<file path="config.mk">
export PLATFORM = sky130hd
export DESIGN_NAME = scaled_reciprocal_norm_top
export DESIGN_NICKNAME = d
export VERILOG_FILES = /design/src/design/srn_pkg.sv /design/src/design/srn_front.sv /design/src/design/srn_back.sv /design/src/design/scaled_reciprocal_norm_top.sv
export SDC_FILE = /design/constraint.sdc
export NUM_CORES = 2
export LEC_CHECK = 0
export ABC_AREA = 1
export BUFFER_PORTS_ARGS = -buffer_cell sky130_fd_sc_hd__buf_2
export CORE_ASPECT_RATIO = 1.4
export CORE_MARGIN = 4
export CORE_UTILIZATION = 31
export CTS_CLUSTER_DIAMETER = 80
export DETAILED_ROUTE_END_ITERATION = 16
export PLACE_DENSITY = 0.42
export SYNTH_ARGS = -nofsm -noshare
export SYNTH_HDL_FRONTEND = slang
export SYNTH_SLANG_ARGS = --single-unit
</file>
<file path="constraint.sdc">
create_clock -name clk -period 15.5 [get_ports clk]
set_input_delay 3.1 -clock clk [delete_from_list [all_inputs] [get_ports clk]]
set_output_delay 3.1 -clock clk [all_outputs]
set_load 0.02 [all_outputs]
</file>
<file path="src/design/srn_pkg.sv">
// Package: shared constants and types for the scaled reciprocal norm block.
package srn_pkg;
	localparam int DATA_WIDTH_DEF = 32;
	localparam int FRAC_BITS_DEF  = 16;
	localparam int SUM_W          = 64;
	localparam int RES_W          = 32;

	localparam logic REG_SCALE = 1'b0;
	localparam logic REG_SHIFT = 1'b1;

	typedef enum logic [1:0] {
		BK_IDLE,
		BK_DIV,
		BK_SQR,
		BK_ROOT
	} bk_state_t;

	typedef struct packed {
		logic        zero_den;
		logic        neg;
		logic        last;
	} srn_flags_t;
endpackage

</file>
<file path="src/design/srn_front.sv">
// Front part: takes an eigenvalue, forms the denominator and its magnitude, classifies it.
module srn_front import srn_pkg::*; #(
	parameter int DATA_WIDTH = DATA_WIDTH_DEF
) (
	input  logic                  clk,
	input  logic                  arst_n,
	input  logic                  in_valid,
	output logic                  in_ready,
	input  logic [DATA_WIDTH-1:0] eigen_value,
	input  logic                  is_last,
	input  logic [DATA_WIDTH-1:0] alpha,
	input  logic [DATA_WIDTH-1:0] shift,
	output logic                  q_valid,
	input  logic                  q_ready,
	output logic [DATA_WIDTH:0]   q_dmag,
	output logic [DATA_WIDTH-1:0] q_amag,
	output srn_flags_t            q_flags
);
	// two-entry queue
	logic [1:0]           vld_q;
	logic [DATA_WIDTH:0]  dmag_q [2];
	logic [DATA_WIDTH-1:0] amag_q [2];
	srn_flags_t           fl_q [2];
	logic                 wr_q, rd_q;

	logic signed [DATA_WIDTH:0] den;
	logic [DATA_WIDTH:0]        dmag;
	logic [DATA_WIDTH-1:0]      amag;
	srn_flags_t                 fl;
	logic                       push, pop;

	always_comb begin
		den = {eigen_value[DATA_WIDTH-1], eigen_value} + {shift[DATA_WIDTH-1], shift};
		dmag = den[DATA_WIDTH] ? -den : den;
		amag = alpha[DATA_WIDTH-1] ? -alpha : alpha;
		fl.zero_den = (den == '0);
		fl.neg = (alpha != '0) && (alpha[DATA_WIDTH-1] != den[DATA_WIDTH]);
		fl.last = is_last;
	end

	assign in_ready = !vld_q[wr_q];
	assign push = in_valid && in_ready;
	assign q_valid = vld_q[rd_q];
	assign pop = q_valid && q_ready;
	assign q_dmag = dmag_q[rd_q];
	assign q_amag = amag_q[rd_q];
	assign q_flags = fl_q[rd_q];

	always_ff @(posedge clk or negedge arst_n) begin
		if (!arst_n) begin
			vld_q <= '0;
			wr_q <= 1'b0;
			rd_q <= 1'b0;
		end else begin
			if (push) begin
				vld_q[wr_q] <= 1'b1;
				wr_q <= !wr_q;
			end
			if (pop) begin
				vld_q[rd_q] <= 1'b0;
				rd_q <= !rd_q;
			end
		end
	end

	always_ff @(posedge clk) begin
		if (push) begin
			dmag_q[wr_q] <= dmag;
			amag_q[wr_q] <= amag;
			fl_q[wr_q] <= fl;
		end
	end
endmodule

</file>
<file path="src/design/srn_back.sv">
// Back part: serial divide, square, accumulate and serial square root.
module srn_back import srn_pkg::*; #(
	parameter int DATA_WIDTH = DATA_WIDTH_DEF,
	parameter int FRAC_BITS  = FRAC_BITS_DEF
) (
	input  logic                  clk,
	input  logic                  arst_n,
	input  logic                  q_valid,
	output logic                  q_ready,
	input  logic [DATA_WIDTH:0]   q_dmag,
	input  logic [DATA_WIDTH-1:0] q_amag,
	input  srn_flags_t            q_flags,
	output logic                  out_valid,
	input  logic                  out_ready,
	output logic [RES_W-1:0]      norm_value,
	output logic                  saturated,
	output logic                  divide_by_zero
);
	localparam int NUM_W = DATA_WIDTH + FRAC_BITS;
	localparam int CNT_W = $clog2(NUM_W + 1);
	localparam int RCNT  = SUM_W / 2;
	localparam int RCNT_W = $clog2(RCNT + 1);
	localparam logic [NUM_W-1:0] LIM_POS = NUM_W'((64'd1 << (DATA_WIDTH - 1)) - 64'd1);
	localparam logic [NUM_W-1:0] LIM_NEG = NUM_W'(64'd1 << (DATA_WIDTH - 1));

	bk_state_t state_q, state_d;
	logic [NUM_W-1:0]      num_q;   // dividend shifts out, quotient shifts in
	logic [DATA_WIDTH+1:0] rem_q;
	logic [DATA_WIDTH:0]   dmag_q;
	srn_flags_t            fl_q;
	logic [CNT_W-1:0]      cnt_q;
	logic [SUM_W-1:0]      sum_q;
	logic                  sat_q, zdv_q;
	logic [SUM_W-1:0]      rn_q;
	logic [RES_W:0]        root_q;
	logic [SUM_W/2+1:0]    rrem_q;
	logic [RCNT_W-1:0]     rcnt_q;
	logic                  ov_q;
	logic [RES_W-1:0]      res_q;
	logic                  res_sat_q, res_zdv_q;

	logic [DATA_WIDTH+1:0] rem_sh, rem_sub;
	logic [NUM_W-1:0]      lim, qmag;
	logic                  qsat;
	logic [2*DATA_WIDTH-1:0] sq;
	logic [SUM_W:0]        nsum;
	logic [SUM_W/2+1:0]    rr_sh, rr_try;

	always_comb begin
		rem_sh = {rem_q[DATA_WIDTH:0], num_q[NUM_W-1]};
		rem_sub = rem_sh - {1'b0, dmag_q};
		lim = fl_q.neg ? LIM_NEG : LIM_POS;
		qsat = !fl_q.zero_den && (num_q > lim);
		qmag = fl_q.zero_den ? LIM_POS : (qsat ? lim : num_q);
		sq = qmag[DATA_WIDTH-1:0] * qmag[DATA_WIDTH-1:0];
		nsum = {1'b0, sum_q} + {{(SUM_W + 1 - 2 * DATA_WIDTH){1'b0}}, sq};
		rr_sh = {rrem_q[SUM_W/2-1:0], rn_q[SUM_W-1:SUM_W-2]};
		// partial root stays below 2^31 until the last step
		rr_try = rr_sh - {root_q[RES_W-1:0], 2'b01};
	end

	assign q_ready = (state_q == BK_IDLE) && !ov_q;
	assign out_valid = ov_q;
	assign norm_value = res_q;
	assign saturated = res_sat_q;
	assign divide_by_zero = res_zdv_q;

	always_comb begin
		state_d = state_q;
		case (state_q)
			BK_IDLE: if (q_valid && q_ready) state_d = BK_DIV;
			BK_DIV:  if (cnt_q == CNT_W'(NUM_W - 1)) state_d = BK_SQR;
			BK_SQR:  state_d = fl_q.last ? BK_ROOT : BK_IDLE;
			BK_ROOT: if (rcnt_q == RCNT_W'(RCNT - 1)) state_d = BK_IDLE;
			default: state_d = BK_IDLE;
		endcase
	end

	always_ff @(posedge clk or negedge arst_n) begin
		if (!arst_n) begin
			state_q <= BK_IDLE;
			sum_q <= '0;
			sat_q <= 1'b0;
			zdv_q <= 1'b0;
			ov_q <= 1'b0;
			cnt_q <= '0;
			rcnt_q <= '0;
		end else begin
			state_q <= state_d;
			if (out_valid && out_ready) ov_q <= 1'b0;
			case (state_q)
				BK_IDLE: cnt_q <= '0;
				BK_DIV:  cnt_q <= cnt_q + 1'b1;
				BK_SQR: begin
					rcnt_q <= '0;
					sum_q <= nsum[SUM_W] ? '1 : nsum[SUM_W-1:0];
					if (qsat || nsum[SUM_W]) sat_q <= 1'b1;
					if (fl_q.zero_den) zdv_q <= 1'b1;
				end
				BK_ROOT: begin
					rcnt_q <= rcnt_q + 1'b1;
					if (rcnt_q == RCNT_W'(RCNT - 1)) begin
						ov_q <= 1'b1;
						sum_q <= '0;
						sat_q <= 1'b0;
						zdv_q <= 1'b0;
					end
				end
				default: ;
			endcase
		end
	end

	always_ff @(posedge clk) begin
		case (state_q)
			BK_IDLE: begin
				num_q <= {q_amag, {FRAC_BITS{1'b0}}};
				rem_q <= '0;
				dmag_q <= q_dmag;
				fl_q <= q_flags;
			end
			BK_DIV: begin
				if (rem_sub[DATA_WIDTH+1]) begin
					rem_q <= rem_sh;
					num_q <= {num_q[NUM_W-2:0], 1'b0};
				end else begin
					rem_q <= rem_sub;
					num_q <= {num_q[NUM_W-2:0], 1'b1};
				end
			end
			BK_SQR: begin
				rn_q <= nsum[SUM_W] ? '1 : nsum[SUM_W-1:0];
				root_q <= '0;
				rrem_q <= '0;
			end
			BK_ROOT: begin
				rn_q <= {rn_q[SUM_W-3:0], 2'b00};
				if (rr_try[SUM_W/2+1]) begin
					rrem_q <= rr_sh;
					root_q <= {root_q[RES_W-1:0], 1'b0};
				end else begin
					rrem_q <= rr_try;
					root_q <= {root_q[RES_W-1:0], 1'b1};
				end
				if (rcnt_q == RCNT_W'(RCNT - 1)) begin
					res_q <= rr_try[SUM_W/2+1] ? {root_q[RES_W-2:0], 1'b0}
						: {root_q[RES_W-2:0], 1'b1};
					res_sat_q <= sat_q;
					res_zdv_q <= zdv_q;
				end
			end
			default: ;
		endcase
	end
endmodule

</file>
<file path="src/design/scaled_reciprocal_norm_top.sv">
// Top level: scaled reciprocal norm of a shifted eigenvalue stream.
// channel | dir | tdata                         | tuser/tlast
// s_axis  | in  | [31:0] eigen_value            | tlast = is_last
// m_axis  | out | [31:0] norm_value             | tuser[0] saturated, [1] divide_by_zero
// cfg     | in  | cfg_data -> reg cfg_index     | index 0 scale_alpha, 1 diagonal_shift
// Each item runs through the serial divider and then the squaring step;
// a last item then also runs the bit-serial square root.
// The two-entry front queue keeps accepting while the divider works, until both entries are full.
// A pending result stalls further items until m_axis_tready takes it.
// arst_n clears control, the sum, flags and sets the registers to their reset values.
module scaled_reciprocal_norm_top import srn_pkg::*; #(
	parameter int DATA_WIDTH = DATA_WIDTH_DEF,
	parameter int FRAC_BITS  = FRAC_BITS_DEF
) (
	input  logic        clk,
	input  logic        arst_n,
	input  logic        s_axis_tvalid,
	output logic        s_axis_tready,
	input  logic [31:0] s_axis_tdata,   // [31:0] eigen_value
	input  logic        s_axis_tlast,
	output logic        m_axis_tvalid,
	input  logic        m_axis_tready,
	output logic [31:0] m_axis_tdata,   // [31:0] norm_value
	output logic [1:0]  m_axis_tuser,   // [0] saturated, [1] divide_by_zero
	input  logic        cfg_valid,
	output logic        cfg_ready,
	input  logic        cfg_index,
	input  logic [31:0] cfg_data
);
	logic [31:0] alpha_q, shift_q;
	logic                  qv, qr;
	logic [DATA_WIDTH:0]   qd;
	logic [DATA_WIDTH-1:0] qa;
	srn_flags_t            qf;

	assign cfg_ready = 1'b1;

	always_ff @(posedge clk or negedge arst_n) begin
		if (!arst_n) begin
			alpha_q <= 32'd65536;
			shift_q <= '0;
		end else if (cfg_valid) begin
			case (cfg_index)
				REG_SCALE: alpha_q <= cfg_data;
				REG_SHIFT: shift_q <= cfg_data;
				default: ;
			endcase
		end
	end

	srn_front #(.DATA_WIDTH(DATA_WIDTH)) u_front (
		.clk, .arst_n,
		.in_valid(s_axis_tvalid), .in_ready(s_axis_tready),
		.eigen_value(s_axis_tdata[DATA_WIDTH-1:0]), .is_last(s_axis_tlast),
		.alpha(alpha_q[DATA_WIDTH-1:0]), .shift(shift_q[DATA_WIDTH-1:0]),
		.q_valid(qv), .q_ready(qr), .q_dmag(qd), .q_amag(qa), .q_flags(qf)
	);

	srn_back #(.DATA_WIDTH(DATA_WIDTH), .FRAC_BITS(FRAC_BITS)) u_back (
		.clk, .arst_n,
		.q_valid(qv), .q_ready(qr), .q_dmag(qd), .q_amag(qa), .q_flags(qf),
		.out_valid(m_axis_tvalid), .out_ready(m_axis_tready),
		.norm_value(m_axis_tdata), .saturated(m_axis_tuser[0]),
		.divide_by_zero(m_axis_tuser[1])
	);
endmodule

</file>
Yosys cells after proc, flatten, opt, wreduce, memory -nomap -nowiden --
Memories as Yosys holds them, arrays and structs flattened. A register that Yosys moved wholly into a read port is not among the register bits. Index checks and enable logic that the tools add are counted.
Operators by class: muxes and demuxes 45, magnitude comparators 5, reduce and logical (&&, ||, !) cells 26, equal/unequal tests 11, multipliers 1, add/sub/neg operators 8, bitwise gates (word level) 4
Operators by type and width (count):
- case mux 64 bit (2 select lines) | 2
- 2-to-1 mux 32 bit | 5
- 2-to-1 mux 64 bit | 2
- case mux 32 bit (2 select lines) | 2
- case mux 48 bit (2 select lines) | 1
- 2-to-1 mux 33 bit | 2
- case mux 33 bit (2 select lines) | 1
- adder 64 x 64 -> 65 bit | 1
- multiplier 32 x 32 -> 64 bit | 1
- greater-than comparator 48 x 32 -> 1 bit | 1
- subtractor 34 x 33 -> 34 bit | 1
- subtractor 34 bit | 1
- adder 32 x 32 -> 33 bit | 1
- zero test 33 bit | 1
- negator 33 bit | 1
- negator 32 bit | 1
- nonzero test 32 bit | 1
- case mux 6 bit (2 select lines) | 2
- 2-to-1 mux 1 bit | 17
- adder 6 x 1 -> 6 bit, second input constant | 2
- 2-to-1 mux 2 bit | 6
- AND reduction 3 bit | 3
- logical AND 1 bit | 8
- inequality test 2 x 1 -> 1 bit, second input constant | 4
- 20 further kinds | 33
Storage, ports and cells: logic and storage cells 123, register bits 392, RAM bits 136, bits of input ports 71, output and inout bits 37, memories kept 3
Memories:
- u_front.dmag_q | depth 2, bits a word 33, rd ports 1, clocked after memory_dff 1, wr ports 1, line srn_front.sv:21 | logic [DATA_WIDTH:0] dmag_q [2];
- u_front.amag_q | depth 2, bits a word 32, rd ports 1, clocked after memory_dff 0, wr ports 1, line srn_front.sv:22 | logic [DATA_WIDTH-1:0] amag_q [2];
- u_front.fl_q | depth 2, bits a word 3, rd ports 1, clocked after memory_dff 1, wr ports 1, line srn_front.sv:23 | srn_flags_t fl_q [2];

Longest topological paths before layout --
depth in word-level cells 10, mapped depth 53, depth with buffers taken out 51

Hierarchy --
From an unflattened synthesis, not the netlist that was laid out.
Second synthesis, totals: cells, all modules 7317, area, all modules 62279.7 sq um
By module, submodules not included:
- srn_back | times used 1, sequential area each 10405.0 sq um, area an instance 50013.0 sq um, cells an instance 5742
- srn_front | times used 1, sequential area each 4184.0 sq um, area an instance 9639.2 sq um, cells an instance 1294
- scaled_reciprocal_norm_top | times used 1, sequential area each 1602.8 sq um, area an instance 2627.5 sq um, cells an instance 281

Worst setup path after synthesis --
No wires, ideal clock.
path type reg-to-reg, from register u_back.fl_q[1] (netlist name), to register u_back.rn_q[18], data pin, clock period less this slack 9419 ps, data required time 15248 ps, path buffers 4, cell stages (with the launch flop) 44, path slack 6081 ps, arrival time 9166 ps, setup time 252 ps, cell sequence edfxtp_1 -> inv_1 -> ha_1 -> nand2_1 -> nor2_1 -> nand2_1 -> nor3_1 -> nand2_1 -> nand2_2 -> nand3_2 -> nand2_4 -> buf_2 -> nor2_2 -> inv_1 -> clkbuf_1 -> nand2_1 -> fa_1 -> inv_1 -> [8 not listed] -> inv_1 -> fa_1 -> inv_1 -> fa_1 -> inv_1 -> ha_1 -> nand2_1 -> o21ai_0 -> a21oi_1 -> o21ai_0 -> a21oi_1 -> o21ba_2 -> nand3_2 -> buf_4 -> buf_6 -> nand3_2 -> nand2_1 -> nand2_1
On the way: cells in the longest elaborated chain, start to end 9
RTL lines:
- 2-to-1 mux 32 bit * | line srn_back.sv:52 | lim = fl_q.neg ? LIM_NEG : LIM_POS;
- greater-than comparator 48 x 32 -> 1 bit | line srn_back.sv:53 | qsat = !fl_q.zero_den && (num_q > lim);
- logical AND 1 bit | line srn_back.sv:53
- 2-to-1 mux 32 bit * (2 in series) | line srn_back.sv:54 | qmag = fl_q.zero_den ? LIM_POS : (qsat ? lim : num_q);
- multiplier 32 x 32 -> 64 bit * | line srn_back.sv:55 | sq = qmag[DATA_WIDTH-1:0] * qmag[DATA_WIDTH-1:0];
- adder 64 x 64 -> 65 bit * | line srn_back.sv:56 | nsum = {1'b0, sum_q} + {{(SUM_W + 1 - 2 * DATA_WIDTH){1'b0}}, sq};
- 2-to-1 mux 64 bit * | line srn_back.sv:132 | rn_q <= nsum[SUM_W] ? '1 : nsum[SUM_W-1:0];
- case mux 64 bit (2 select lines) * | line srn_back.sv:115 | case (state_q)
- end signal: assignment | line srn_back.sv:132
- end signal: assignment | line srn_back.sv:137 | rn_q <= {rn_q[SUM_W-3:0], 2'b00};
- end: declaration | line srn_back.sv:34 | logic [SUM_W-1:0] rn_q;
Every way passes the cells marked *; elsewhere a longest branch is shown, timed or not. A chain may end at the register's enable or synchronous reset.

Worst setup path in the final report --
from register u_back.fl_q[1] (netlist name), to register u_back.rn_q[29], data pin
On the way: cells in the longest elaborated chain, start to end 9
RTL lines (line):
- 2-to-1 mux 32 bit * | srn_back.sv:52
- greater-than comparator 48 x 32 -> 1 bit | srn_back.sv:53
- logical AND 1 bit | srn_back.sv:53
- 2-to-1 mux 32 bit * (2 in series) | srn_back.sv:54
- multiplier 32 x 32 -> 64 bit * | srn_back.sv:55
- adder 64 x 64 -> 65 bit * | srn_back.sv:56
- 2-to-1 mux 64 bit * | srn_back.sv:132
- case mux 64 bit (2 select lines) * | srn_back.sv:115
Marks and branches as above.

==> impl_metrics.yaml <==
global_route:
  grt_max_degree: 71
  grt-ovfl-total: 0
  grt.total_usage_pct: 20.1
  antenna_found_initial: 9
  grt_pass1_wl_um: 310000
  grt_pass1_vias: 49900
yosys:
  synth_nets: 8212
  synthCells: 6882
  ys_seq_area_share_pct: 26.6
  synth_flop_cell: "edfxtp_1"
  async_flop_share_pct: 26.4
  yosys_warnings: 0
  synth.avg_cell_area_um2: 8.84
  ys_ff_latch: 564
  synth_cell_types: 58
  synth_edf_count: 415
  syn-cell-area_um2: 60800
critical_path:
  worst-r2r-cell-count: 40
  worst-setup-path-type: "flop to flop"
  rrSetupSlack_ns: 2.40
  critPathRequiredTime_ns: 16.01
  critPathLaunchType: "flop"
  r2r_end: "u_back.rn_q[29]"
  worst_path_most_repeated_cell: "fa_1"
  crit_end: "u_back.rn_q[29]"
  cp-end-kind: "flop"
  r2r-start: "u_back.fl_q[1]"
  max_stage_delay_ns: 1.14
  crit_path_start: "u_back.fl_q[1]"
  cp_max_fo: 50
  arrival_ns: 13.61
  cp_slowest_cell: "edfxtp_1"
timing:
  finalHoldViolations: 0
  drv_slew: 0
  finalSetupTns_ns: 0
  max_freq_mhz: 76.4
  rsz0062_at_grt: "false"
  fin_crit_ns: 13.10
  min_period_over_period_pct: 84.5
  setup_viol: 0
  fin_skew_ns: 0.0444
  tightest_slew_ns: 1.20
  slew_headroom_pct: 19.8
floorplan:
  num_rows: 192
  core_um2: 195000
  ios: 108
  die_height_um: 532
  fp.dieW_um: 382
  initial_core_util_pct: 31.1
  dieArea_um2: 204000
drt:
  wirelength_um: 203000
  post_drt_wl_per_cell_um: 21.1
  drt_first_pass_iters: 5
  vias_per_cell: 4.66
  ant_nets: 0
  drtIter0Drc: 2173
  vias: 44800
  drcViolationCount: 0
cells_and_area:
  fillers: 20500
  multi_input_area_um2: 37800
  nets: 8267
  area_growth_pct: 9.57
  final_util_pct: 34.1
  layout.cells.most_common: "inv_1"
  seq_area_um2: 16200
  drive_above_1_share_pct: 5.85
  final_cell_mix: "1574 x inv_1, 1284 x nand2_1, 871 x fa_1"
clock_tree:
  ctsHoldBuffers: 0
  h-tree-depth: 3
  cts_setup_buffers: 0
  cts_buffer_depth: 3
  numCtsBuffers: 67
  cts.sinks: 564
  insertion_delay_ns: 0.68
  cts_root_buf: "clkbuf_16"
  clkSlewWorstSetupHoldPaths_ns: 0.08
  cts_tree: "built"
  cts_resized: 0
placement:
  hpwl_um: 160000
  place_congestion: 0.917
  portBuffers: 106
worst_hold_path:
  hold_class: "flop to flop"
run_status:
  status: "completed"
run:
  drv_cap: 0
[sequential cells by signal (all words and copies together) (netlist names), 2 cells and up]
name	count
u_back.num_q	48
u_back.cnt_q	6
u_back.norm_value	32
u_back.rrem_q	32
u_back.root_q	32
u_front.fl_q	6
alpha_q	32
u_back.fl_q	3
u_back.sum_q	64
u_back.state_q	2
u_back.rcnt_q	6
u_back.dmag_q	33
u_front.vld_q	2
u_front.dmag_q	66
u_back.rem_q	33
u_front.amag_q	64
shift_q	32
u_back.rn_q	64
[cells in the mapped netlist (all sizes together), types with 12 or more instances]
library cell	count	share of area, %
a211oi	13	0.16
a21boi	12	0.15
a21o	16	0.20
a21oi	346	2.9
a31oi	27	0.28
buf	87	0.90
clkbuf	107	0.66
dfrtp	148	6.1
edfxtp	415	20
fa	871	29
ha	388	8.0
inv	1590	9.8
nand2	1299	8.1
nand3	160	1.7
nand3b	13	0.16
nand4	38	0.39
nor2	726	4.5
nor3	50	0.42
o21a	15	0.19
o21ai	267	2.2
o21bai	19	0.23
xnor2	86	1.2
xor2	127	1.8
[cell type report]
class | count | share of cell area [%]
Multi-Input combinational cell | 4529 | 56.7
Inverter | 1595 | 8.99
Timing Repair Buffer | 180 | 1.64
Antenna cell | 1 | 0.00375
Sequential cell | 564 | 24.3
Clock inverter | 38 | 0.653
Clock buffer | 85 | 2.76
Tap cell | 2619 | 4.92
[how the worst min path moves through the flow]
| stage | startpoint | end | cells past startpoint |
|---|---|---|---|
| finish | u_back.root_q[17] | u_back.norm_value[18] | 0 |
| global route | u_back.root_q[17] | u_back.norm_value[18] | 0 |
| CTS | u_back.root_q[17] | u_back.norm_value[18] | 0 |
| detailed placement | u_back.root_q[22] | u_back.norm_value[23] | 0 |
| global placement | u_back.root_q[17] | u_back.norm_value[18] | 0 |
| floorplan | u_back.zdv_q | u_back.divide_by_zero | 0 |
[layer usage]
layer / track usage (%) / wire length (um) / vias to the layer above
met3: 1.52 / 4930 / 320
li1: - / - / 21100
met4: 7.99 / 9310 / 0
met5: 0 / 0 / -
met1: 22.3 / 77000 / 22600
met2: 39.3 / 112000 / 758
[worst max-delay path: cells and delay by family (launching register included)]
family                   cells  cell delay (ns)
AO/OA/AOI/OAI                5             1.14
adder cells (fa/ha/maj)     10             4.87
buffers and inverters        9             2.62
flip-flops                   1             1.14
AND/OR/NAND/NOR             16             3.11
[stage by stage]
stage               std cells  worst slack [ns]  hold WS (ns)  cell area [um2]
global route             9611              1.73         0.456            66700
floorplan                6882              6.08         0.425            60800
detailed placement       9487              2.48         0.444            64400
CTS                      9610              2.39         0.455            66700
global placement         9487              2.62         0.434            64400
finish                   9611              2.40         0.452            66700
[logic make-up (layout without fill, tap and decap cells)]
family,count (synthesis),in the layout,synth area share (%)
adder cells (fa/ha/maj),1259,1259,36.6
AND/OR/NAND/NOR,2306,2306,15.5
XOR/XNOR,213,213,3.07
buffers and inverters,1789,1898,11.4
other,1,2,0.00616
flip-flops,564,564,26.6
AO/OA/AOI/OAI,750,750,6.77
Power is not shown: default switching activity piles up to over one toggle a cycle in this logic, so the estimate is an artifact.
